## config.mk

```make
export PLATFORM = sky130hd
export DESIGN_NAME = mi_delay
export DESIGN_NICKNAME = d
export VERILOG_FILES = /design/src/hdl/mi_pkg.sv /design/src/hdl/mi_delay.sv
export SDC_FILE = /design/constraint.sdc
export NUM_CORES = 1
export LEC_CHECK = 0
export BUFFER_PORTS_ARGS = -buffer_cell sky130_fd_sc_hd__buf_2
export CAP_MARGIN = 20
export CORE_MARGIN = 2
export CORE_UTILIZATION = 60
export CTS_CLUSTER_SIZE = 8
export DETAILED_ROUTE_END_ITERATION = 12
export PLACE_DENSITY = 0.85
export SLEW_MARGIN = 20
export SYNTH_ARGS = -nofsm -noshare
export SYNTH_HDL_FRONTEND = slang
export SYNTH_SLANG_ARGS = --single-unit
```

## constraint.sdc

```tcl
create_clock -name i_clk -period 0.89 [get_ports i_clk]
set_input_delay 0.0445 -clock i_clk [delete_from_list [all_inputs] [get_ports i_clk]]
set_output_delay 0.0445 -clock i_clk [all_outputs]
set_load 0.02 [all_outputs]
```

## src/hdl/mi_pkg.sv

```systemverilog
// Package for the modular inverse pipeline: widths, the prime, the fixed exponent,
// the Barrett constant and the control struct. No dependencies.
package mi_pkg;

    localparam int VAL_W    = 31;
    localparam int RES_W    = 30;
    localparam int EXP_BITS = 30;
    localparam int MUL_LAT  = 5;
    localparam int TOTAL    = EXP_BITS * MUL_LAT;

    localparam logic [RES_W-1:0] PRIME    = 30'd1000000007;
    localparam logic [VAL_W-1:0] PRIME_X1 = 31'd1000000007;
    localparam logic [VAL_W-1:0] PRIME_X2 = 31'd2000000014;
    localparam logic [31:0]      PRIME_32 = 32'd1000000007;
    localparam logic [31:0]      PRIME2_32 = 32'd2000000014;
    // Exponent is the prime minus two.
    localparam logic [EXP_BITS-1:0] EXPONENT = 30'd1000000005;
    // Barrett factor: floor(2^60 / prime).
    localparam logic [30:0] MU = 31'd1152921496;

    typedef struct packed {
        logic valid;
        logic exists;
    } t_ctrl;

endpackage

```

## src/hdl/mi_delay.sv

```systemverilog
// Delay line matching the multiplier latency, for steps whose exponent bit is clear.
// Depends on mi_pkg.
module mi_delay
    import mi_pkg::*;
(
    input  logic             i_clk,
    input  logic             i_en,
    input  logic [RES_W-1:0] i_d,
    output logic [RES_W-1:0] o_q
);

    logic [RES_W-1:0] r_tap [0:MUL_LAT-1];

    always_ff @(posedge i_clk) begin
        if (i_en) begin
            r_tap[0] <= i_d;
            for (int k = 1; k < MUL_LAT; k++) begin
                r_tap[k] <= r_tap[k-1];
            end
        end
    end

    assign o_q = r_tap[MUL_LAT-1];

endmodule

```

-- Word-level counts from Yosys, hierarchy flattened
Memories as Yosys holds them, arrays and structs flattened.
Cells that the tools add are included.
- register bits: 0
- memory bits (writable): 150
- input bits: 32
- output and inout bits: 30
- logic and storage cells: 3
- memories: 1
- mux-type cells: 2
- memory list (memory ; depth ; bits a word ; read ports ; clocked after Yosys merged registers in ; write ports ; line ; text):
    r_tap ; 5 ; 30 ; 5 ; 0 ; 5 ; mi_delay.sv:12 ; logic [RES_W-1:0] r_tap [0:MUL_LAT-1];
- operators with widths (cell ; count):
    $mux W1 ; 2

-- Logic depth before layout (Yosys ltp)
- word-level depth: 2
- depth in mapped cells: 1

-- Worst setup path after synthesis
No wires, ideal clock.
- path kind: register to register
- start: memory r_tap[2][10], in the netlist r_tap[0][70]
- end: memory r_tap[3][10], in the netlist r_tap[0][100], data pin
- setup time: 0.266 ns
- data arrival time: 0.323 ns
- data required time: 0.624 ns
- path slack: 0.301 ns
- cell stages (with the launch flop): 1
- path buffers: 0
- cells stage by stage: edfxtp_1
- RTL lines (what ; line):
    from (decl) ; mi_delay.sv:12

==> flow_summary_export.csv <==
group,metric,value,unit
status,status,"finished, violations left",
status,violations,"setup timing",
sta,layout_min_cycle_time,1100,ps
sta,setup_tns,-5550,ps
floorplan,row_count,32,
hold_path,hold_end,"r_tap[0][11]",
global_routing,grt_usage,14.6,%
hold_path,hold_depth,2,
layout,n_fill_cell,384,
critical_path,cp.buffers_inverters,1,
layout,syn_to_final_growth,29.2,%
synthesis,synth-async-reset-ratio,0,%
placement,dpl_cell_area,5030,sq um
placement,place_congestion,0.656,
sta,rsz0062_at_grt,"yes",
placement,hpwl,2.79,mm
routing,drtIter0Drc,100,
routing,dr.pass1.iters,5,
clocking,cts-root-buf,"clkbuf_8",
power,finalPower,16.4,mW
power,ir_worst_vdd,1920,uV
clocking,cts_setup_buffers,0,
routing,drtAntennaViolNets,0,
floorplan,die_area,8610,sq um
critical_path,end_kind,"primary output",
clocking,clk_pin_slew,60,ps
sta,clock_skew,9.29,ps
clocking,numCtsBuffers,17,
sta,hold_viol_final,0,
layout,multiInputGateArea,0,sq um
hold_path,hp-class,"input pin to register",
critical_path,critPathKind,"register to primary output",
routing,met3WireLength,358,microns
clocking,cts_tree,"built",
power,power.leakage,2.24,nW
routing,maxUsedRoutingLayer,"met4",
routing,wl_met2,2.86,mm
layout,stdcell_count,381,
synthesis,synth_seq_cells,150,
synthesis,synth_top_area_share,95.2,%
critical_path,r2r_cells,0,
synthesis,syn-num-nets,212,
synthesis,synthCells,180,
critical_path,r2r_setup_slack,200,ps
sta,clock.fmax,0.913,GHz
global_routing,grt_pass1_wl,8.73,mm
critical_path,max_stage_delay,370,ps
clocking,cts_max_level,4,
layout,reg_top3,"r_tap x150",
synthesis,synth_top_flop_cell,"edfxtp_1",
sta,slew_violations,0,
layout,multi_input_cells,0,
critical_path,worst-path-max-fanout,1,
global_routing,grt_overflow,0,
synthesis,synth_area,4730,sq um
placement,port_buffers,61,
layout,n_antenna_cell,0,
synthesis,synth.yosys.seq_area_share,95.2,%
critical_path,regToRegEndpoint,"r_tap[0][66]",
critical_path,startpoint_type,"register",
job,maxCapViolations,0,
routing,route.detailed.drc,0,
sta,whs,236,ps
synthesis,synth.most_common_cell,"edfxtp_1",
critical_path,crit_required,850,ps
routing,num_vias,1716,
floorplan,coreArea,7690,sq um
critical_path,crit_family,"flip-flops",
clocking,clock-sinks,150,
clocking,clock_latency,510,ps
synthesis,ys_warn_count,0,
hold_path,worstHoldStart,"i_d[11]",
global_routing,antenna_found_initial,0,
layout,final_nets,299,
synthesis,synth_edf_count,150,
sta,slew_headroom,81.0,%
sta,setup_viol,58,
floorplan,io_pins,62,
critical_path,crit_path_top_delay_cell,"edfxtp_1",
synthesis,syn_area_per_cell,26.3,sq um
routing,wl_per_cell,15.4,microns
global_routing,grt_pass1_vias,1747,
layout,final_area,6110,sq um
layout,largest-register,"r_tap",
layout,drive_gt1_share,34.8,%
clocking,cts_max_path_buffers,2,
sta,worst_pin_slew,285,ps
synthesis,synth_area_leaders,"edfxtp_1 95%, buf_4 4.8%",
sta,fin_crit_sh,123,%
routing,totalWireLength,5.85,mm
synthesis,synth_common_cells,"150 x edfxtp_1, 30 x buf_4",
layout,register_area,4500,sq um
floorplan,die_y,92.8,microns
floorplan,die_w,92.8,microns
critical_path,crit_arrival,1050,ps
sta,setup_slack,-205,ps
global_routing,grt_max_degree,39,
floorplan,initial_utilization,61.5,%
synthesis,synth_top_area_cell,"edfxtp_1",
routing,viasPerCell,4.50,
power,power_per_cell_area,2690,nW/um^2
layout,largest_register_ffs,150,
synthesis,ys_types,2,
critical_path,r2r-start,"r_tap[0][36]",
placement,dp.cells,318,
critical_path,crit_chain,"buf_2",
routing,drt-met1-wl,2.53,mm
-- cell type report --
class	instances	area share, %
Tap cell	102	2.09
Clock inverter	13	3.34
Clock buffer	18	6.84
Sequential cell	150	73.7
Timing Repair Buffer	98	14.0
-- layer usage --
metal	vias to the layer above	track usage, %
met1	797	19.5
li1	849	-
met3	8	5.61
met4	0	9.19
met2	62	20.5
met5	-	0
-- report_power, final --
| part | switching (mW) | internal [mW] | total [mW] |
|---|---|---|---|
| Sequential | 0.134 | 8.31 | 8.45 |
| Clock | 2.57 | 4.82 | 7.38 |
| Combinational | 0.294 | 0.289 | 0.583 |
| Total | 2.99 | 13.4 | 16.4 |
-- stage by stage --
step | setup slack, ps | util [%]
2_1_floorplan | 301 | -
3_3_place_gp | 120 | 65.4
3_5_place_dp | 93.1 | 65.4
4_1_cts | -237 | 77.7
5_1_grt | -252 | 79.5
6_report | -205 | 79.5
-- cells by family after synthesis --
family	Yosys count	synth area share (%)
flops	150	95.2
buf+inv	30	4.76
-- layout by cell type (no fill, tap or decap), drive strengths merged --
cell type and n:
edfxtp 150, clkinv 5, inv 2, clkbuf 19, dlygate4sd3 31, buf 66
bufinv 5, clkinvlp 1
-- worst max-delay path by stage --
| stage | end | depth (start not counted) | from | slack [ps] |
|---|---|---|---|---|
| floorplan | r_tap[0][100] | 0 | r_tap[0][70] | 300 |
| global placement | r_tap[0][123] | 2 | i_en | 120 |
| detailed placement | r_tap[0][140] | 2 | i_en | 90 |
| CTS | o_q[5] | 1 | r_tap[0][125] | -240 |
| global route | o_q[3] | 1 | r_tap[0][123] | -250 |
| finish | o_q[8] | 1 | r_tap[0][128] | -210 |
-- what timing repair did --
item | 4_1_cts | 5_1_grt
endpoints found under the hold margin | 37 | 0
gates resized for setup | 4 | 33
setup endpoints to repair | 30 | 68
gates cloned | 0 | 1
hold buffers | 31 | 0
No activity file was read; power rests on OpenSTA's default activity.
