`src/hdl/mi_pkg.sv`:
```
// Package for the modular inverse pipeline: widths, the prime, the fixed exponent,
// the Barrett constant and the control struct. No dependencies.
package mi_pkg;

    localparam int VAL_W    = 31;
    localparam int RES_W    = 30;
    localparam int EXP_BITS = 30;
    localparam int MUL_LAT  = 5;
    localparam int TOTAL    = EXP_BITS * MUL_LAT;

    localparam logic [RES_W-1:0] PRIME    = 30'd1000000007;
    localparam logic [VAL_W-1:0] PRIME_X1 = 31'd1000000007;
    localparam logic [VAL_W-1:0] PRIME_X2 = 31'd2000000014;
    localparam logic [31:0]      PRIME_32 = 32'd1000000007;
    localparam logic [31:0]      PRIME2_32 = 32'd2000000014;
    // Exponent is the prime minus two.
    localparam logic [EXP_BITS-1:0] EXPONENT = 30'd1000000005;
    // Barrett factor: floor(2^60 / prime).
    localparam logic [30:0] MU = 31'd1152921496;

    typedef struct packed {
        logic valid;
        logic exists;
    } t_ctrl;

endpackage

```
`src/hdl/mi_mulmod.sv`:
```
// Five-stage pipelined multiplier modulo the prime, Barrett reduction.
// Depends on mi_pkg.
module mi_mulmod
    import mi_pkg::*;
(
    input  logic             i_clk,
    input  logic             i_en,
    input  logic [RES_W-1:0] i_a,
    input  logic [RES_W-1:0] i_b,
    output logic [RES_W-1:0] o_y
);

    logic [59:0]      r_prod;
    logic [61:0]      r_qm;
    logic [31:0]      r_x2;
    logic [31:0]      r_t;
    logic [31:0]      r_x3;
    logic [31:0]      r_rem;
    logic [RES_W-1:0] r_y;
    logic [61:0]      n_qp;
    logic [31:0]      n_fix;

    always_comb begin
        n_qp = {31'd0, r_qm[61:31]} * {32'd0, PRIME};
        if (r_rem >= PRIME2_32) begin
            n_fix = r_rem - PRIME2_32;
        end else if (r_rem >= PRIME_32) begin
            n_fix = r_rem - PRIME_32;
        end else begin
            n_fix = r_rem;
        end
    end

    always_ff @(posedge i_clk) begin
        if (i_en) begin
            r_prod <= {30'd0, i_a} * {30'd0, i_b};
            r_qm   <= {31'd0, r_prod[59:29]} * {31'd0, MU};
            r_x2   <= r_prod[31:0];
            r_t    <= n_qp[31:0];
            r_x3   <= r_x2;
            r_rem  <= r_x3 - r_t;
            r_y    <= n_fix[RES_W-1:0];
        end
    end

    assign o_y = r_y;

endmodule

```
`config.mk`:
```
export PLATFORM = sky130hd
export DESIGN_NAME = mi_mulmod
export DESIGN_NICKNAME = d
export VERILOG_FILES = /design/src/hdl/mi_pkg.sv /design/src/hdl/mi_mulmod.sv
export SDC_FILE = /design/constraint.sdc
export NUM_CORES = 2
export LEC_CHECK = 0
export BUFFER_PORTS_ARGS = -buffer_cell sky130_fd_sc_hd__buf_4
export CORE_MARGIN = 3
export CORE_UTILIZATION = 55
export DETAILED_ROUTE_END_ITERATION = 6
export PLACE_DENSITY = 0.82
export SYNTH_ARGS = -nofsm -noshare
export SYNTH_HDL_FRONTEND = slang
export SYNTH_SLANG_ARGS = --single-unit
```
`constraint.sdc`:
```
create_clock -name i_clk -period 8.8 [get_ports i_clk]
set_input_delay 0 -clock i_clk [delete_from_list [all_inputs] [get_ports i_clk]]
set_output_delay 0 -clock i_clk [all_outputs]
set_load 0.01 [all_outputs]
```
## Word-level counts from Yosys, hierarchy flattened

Cells that the tools add are included.

- $add $sub $neg: 3
- Multiply operators: 3
- $lt $le $gt $ge: 2
- Mux-type cells: 2

Operators with widths:

| cell | count |
|---|---|
| 30-bit by 30-bit multiplier with 60-bit output | 1 |
| 30-bit two-way mux | 2 |
| 30-bit subtractor (second input constant) | 2 |
| 31-bit by 28-bit multiplier with 59-bit output (second input constant) | 1 |
| 32-bit by 30-bit >= comparator with 1-bit output (second input constant) | 1 |
| 32-bit by 31-bit >= comparator with 1-bit output (second input constant) | 1 |
| 31-bit by 30-bit multiplier with 32-bit output (second input constant) | 1 |
| 32-bit subtractor | 1 |

- Register bits after elaboration: 277
- Input port bits: 62
- Output and inout port bits: 30
- Word-level logic and storage cells: 17

## Depth between registers and ports, before layout

- Depth in word-level cells: 3
- Mapped depth: 29
- Gate-level depth less buffers: 27

## Worst setup path after synthesis

Ideal clock, no wire load.

- Kind: input port to flip-flop
- Start point: input i_a[10]
- End point: register r_prod[57], data pin
- Setup time: 0.262 ns
- Arrival: 7.090 ns
- Data required time: 8.538 ns
- Slack: 1.448 ns
- Stages on the path: 28
- Buffers on the path: 2
- Cells stage by stage: clkbuf_1 and2_1 fa_1 inv_1 fa_1 inv_1 fa_1 inv_1 fa_1 inv_1 fa_1 fa_1 fa_1 inv_1 fa_1 inv_1 ha_1 clkbuf_1 nand2_1 nor2_1 nand4_1 or4b_2 o21ai_1 a41oi_1 a31oi_1 a41o_1 mux2i_1 o21ai_0

- Cells in the longest elaborated chain, start to end: 1

RTL lines:

| what | RTL line | RTL |
|---|---|---|
| start, declared | mi_mulmod.sv:8 | `input logic [RES_W-1:0] i_a,` |
| 30-bit by 30-bit multiplier with 60-bit output | mi_mulmod.sv:36 | `r_prod <= {30'd0, i_a} * {30'd0, i_b};` |
| end signal, assigned | mi_mulmod.sv:36 |  |
| end, declared | mi_mulmod.sv:13 | `logic [59:0] r_prod;` |

No other way between the ends.
A chain may end at the register's enable or synchronous reset.

## Final worst setup path

- Start point: register r_prod[45]
- End point: register r_qm[60], data pin

- Cells in the longest elaborated chain, start to end: 1

RTL lines:

| what | RTL line | RTL |
|---|---|---|
| 31-bit by 28-bit multiplier with 59-bit output | mi_mulmod.sv:37 | `r_qm <= {31'd0, r_prod[59:29]} * {31'd0, MU};` |
| end signal, assigned | mi_mulmod.sv:37 |  |
| end, declared | mi_mulmod.sv:14 | `logic [61:0] r_qm;` |

No other way between the ends.

==> impl_metrics.ini <==
[clock_network]
cts_buffers = 26
clockBufferDepth = 3
cts_tree = built
htreeDepth = 1
clkTransAtPathRegs_ns = 0.06
cts_sinks = 249
post_cts_buffers = 0
cts-root-buf = clkbuf_16
clock_latency_ns = 0.56

[routing]
via_count = 40245
wl_per_cell_um = 19.7
viasPerCell = 5.54
ant_nets = 0
drt_first_iter_violations = 2824
drc = 0
wl_um = 143000
drt_first_pass_iters = 5

[layout]
multiInputGateArea_sq_mm = 0.0458
finalNetCount = 7921
diodes = 0
fin_util_pct = 58.1
regArea_sq_mm = 0.00748
drive_gt1_share_pct = 3.35
areaGrowthSynthToFinish_pct = 4.69
fillers = 8478

[yosys]
yosysWarnings = 0
synth.yosys.seq_area_share_pct = 12.5
ys.flop_type = edfxtp_1
synth_area_leaders = fa_1 41%, ha_1 17%, edfxtp_1 13%, inv_1 9.3%, and2_1 5.6%
synthDistinctLibCells = 71
synth.cell_area_sq_mm = 0.0596
synth_edf_count = 249
synthCells = 5894
yosysTopAreaCellShare_pct = 41.1
async_flop_share_pct = 0
ys_seq_elements = 249
synth_nets = 7976
syn-mean-instance-area_sq_um = 10.1
synth_top_cell_by_area = fa_1

[setup_path]
arrival_ns = 8.07
end_kind = flip-flop
startpoint_type = flip-flop
critPathKind = reg2reg
worst-r2r-cell-count = 21
r2r_slack_ns = 1.05
path_max_fanout = 11
reg2reg_to = r_qm[60]
cp.required_ns = 9.12
cp-endpoint = r_qm[60]
r2r_start = r_prod[45]
crit_start = r_prod[45]

[floorplan]
die_y_um = 335
placementRows = 120
dieWidth_um = 335
core_area_sq_mm = 0.107
ios = 92
start_util_pct = 55.5
dieArea_sq_mm = 0.112

[global_routing]
grt_max_degree = 211
overflow = 0
first_global_vias = 44284
grt_pass1_wl_um = 233000
grt_usage_pct = 26.3
antenna_found_initial = 0

[run]
drv_cap = 0

[timing]
finalHoldViolCount = 0
drv_slew = 0
relSlewSlack_pct = 18.2
max_freq_mhz = 129
finalCriticalPeriod_ns = 7.75
timing.final.crit_share_pct = 88.1
setup_viol = 0
grt_setup_unrepaired = no
clock_skew_ns = 0.0187
tightest_slew_ns = 1.23
tns_ns = 0

[place]
gp_congestion = 0.966
dp_hpwl_um = 117000
portBuffers = 91

[run_status]
status = finished clean

[min_path]
hold_path_class = in2reg
-- worst min path at each step --
stage | cells past startpoint | slack (ns) | end | from
2_1_floorplan | 0 | 0.11 | o_y[0] | i_en
3_3_place_gp | 0 | 0.40 | r_x3[29] | r_x2[29]
3_5_place_dp | 0 | 0.40 | r_x2[3] | r_prod[3]
4_1_cts | 2 | 0.03 | r_prod[0] | i_a[0]
5_1_grt | 2 | 0.05 | r_prod[0] | i_a[0]
6_report | 2 | 0.07 | r_prod[0] | i_a[0]
-- flip-flops by register name (all words and copies together) (netlist names) --
register	cells
o_y	30
r_prod	60
r_qm	31
r_rem	32
r_t	32
r_x2	32
r_x3	32
-- Yosys cell counts (7+ instances only) --
cell,instances
a211oi_1,11
a31oi_1,19
o211ai_1,9
fa_1,1224
nand3_1,45
o21ai_0,78
edfxtp_1,249
or2_2,15
clkbuf_1,200
and3_1,11
o21a_1,17
a21o_1,93
o31ai_1,7
xnor2_1,130
nor3_1,29
a21oi_1,161
and2_1,534
inv_1,1470
nor2b_1,20
nand2_1,459
ha_1,796
o21bai_1,20
xor2_1,61
nand4_1,16
nor2_1,96
nand2b_1,17
o22ai_1,8
-- layout by cell type, fill, tap and decap left out, drive strengths merged, types with 46 or more instances in the layout --
master  count
a21o       93
a21oi     162
and2      534
buf       121
edfxtp    249
fa       1224
ha        796
inv      1473
nand2     459
nand3      46
nor2       96
o21ai      82
xnor2     130
xor2       61
-- metrics by stage --
step,setup slack (ns),hold slack (ns),cells,area (sq um)
2_1_floorplan,1.45,0.112,5894,59600
3_3_place_gp,0.745,0.401,7213,61500
3_5_place_dp,0.635,0.405,7213,61500
4_1_cts,1.09,0.0317,7262,62400
5_1_grt,0.739,0.0499,7262,62400
6_report,1.05,0.0731,7262,62400
-- critical path, stage by stage, from the launching register on --
cell,delay [ns]
edfxtp_1,0.85
fa_1,0.58
fa_1,0.42
fa_1,0.52
fa_1,0.44
fa_1,0.51
inv_1,0.05
fa_1,0.53
inv_1,0.05
fa_1,0.43
ha_1,0.32
a21o_1,0.18
a21oi_1,0.22
o2111ai_1,0.31
o211ai_1,0.26
nand2_1,0.26
a21o_1,0.26
a21o_1,0.24
a311o_1,0.42
a21oi_1,0.30
o211ai_1,0.12
and3_1,0.20
-- timing repair --
item | CTS | global route
hold buffers | 1 | 0
setup endpoints to repair | 0 | 0
gates resized for setup | 0 | 0
hold endpoints to repair | 39 | 0
-- logic make-up (layout without fill, tap and decap cells) --
logic type / Yosys count / in the layout / synth area share [%]
buf+inv: 1675 / 1640 / 10.6
compound gates: 491 / 491 / 5.33
flops: 249 / 249 / 12.5
xor+xnor: 191 / 191 / 2.81
simple gates: 1263 / 1263 / 10.8
mux: 5 / 5 / 0.0840
fa+ha+maj: 2020 / 2020 / 57.8
-- layout make-up --
class	count	share of cell area [%]
timing repair buffer	122	1.50
tap	1403	2.81
multi-input combinational	3970	73.4
clock buffer	28	1.06
sequential	249	12.0
inverter	1470	8.85
clock inverter	20	0.347
-- metal layers --
metal / GRT usage (%) / part of all wire [%] / routed length (um) / vias to the layer above
met4: 8.27 / 3.7 / 5270 / 0
met2: 43.5 / 47 / 66900 / 1765
met5: 0 / 0 / 0 / -
met1: 35.3 / 40 / 57900 / 20282
li1: - / - / - / 17848
met3: 5.18 / 9.2 / 13200 / 350
Power is left out: the tool's default activity adds up to more than one toggle a clock period on the data nets, which glitch-free logic cannot reach.
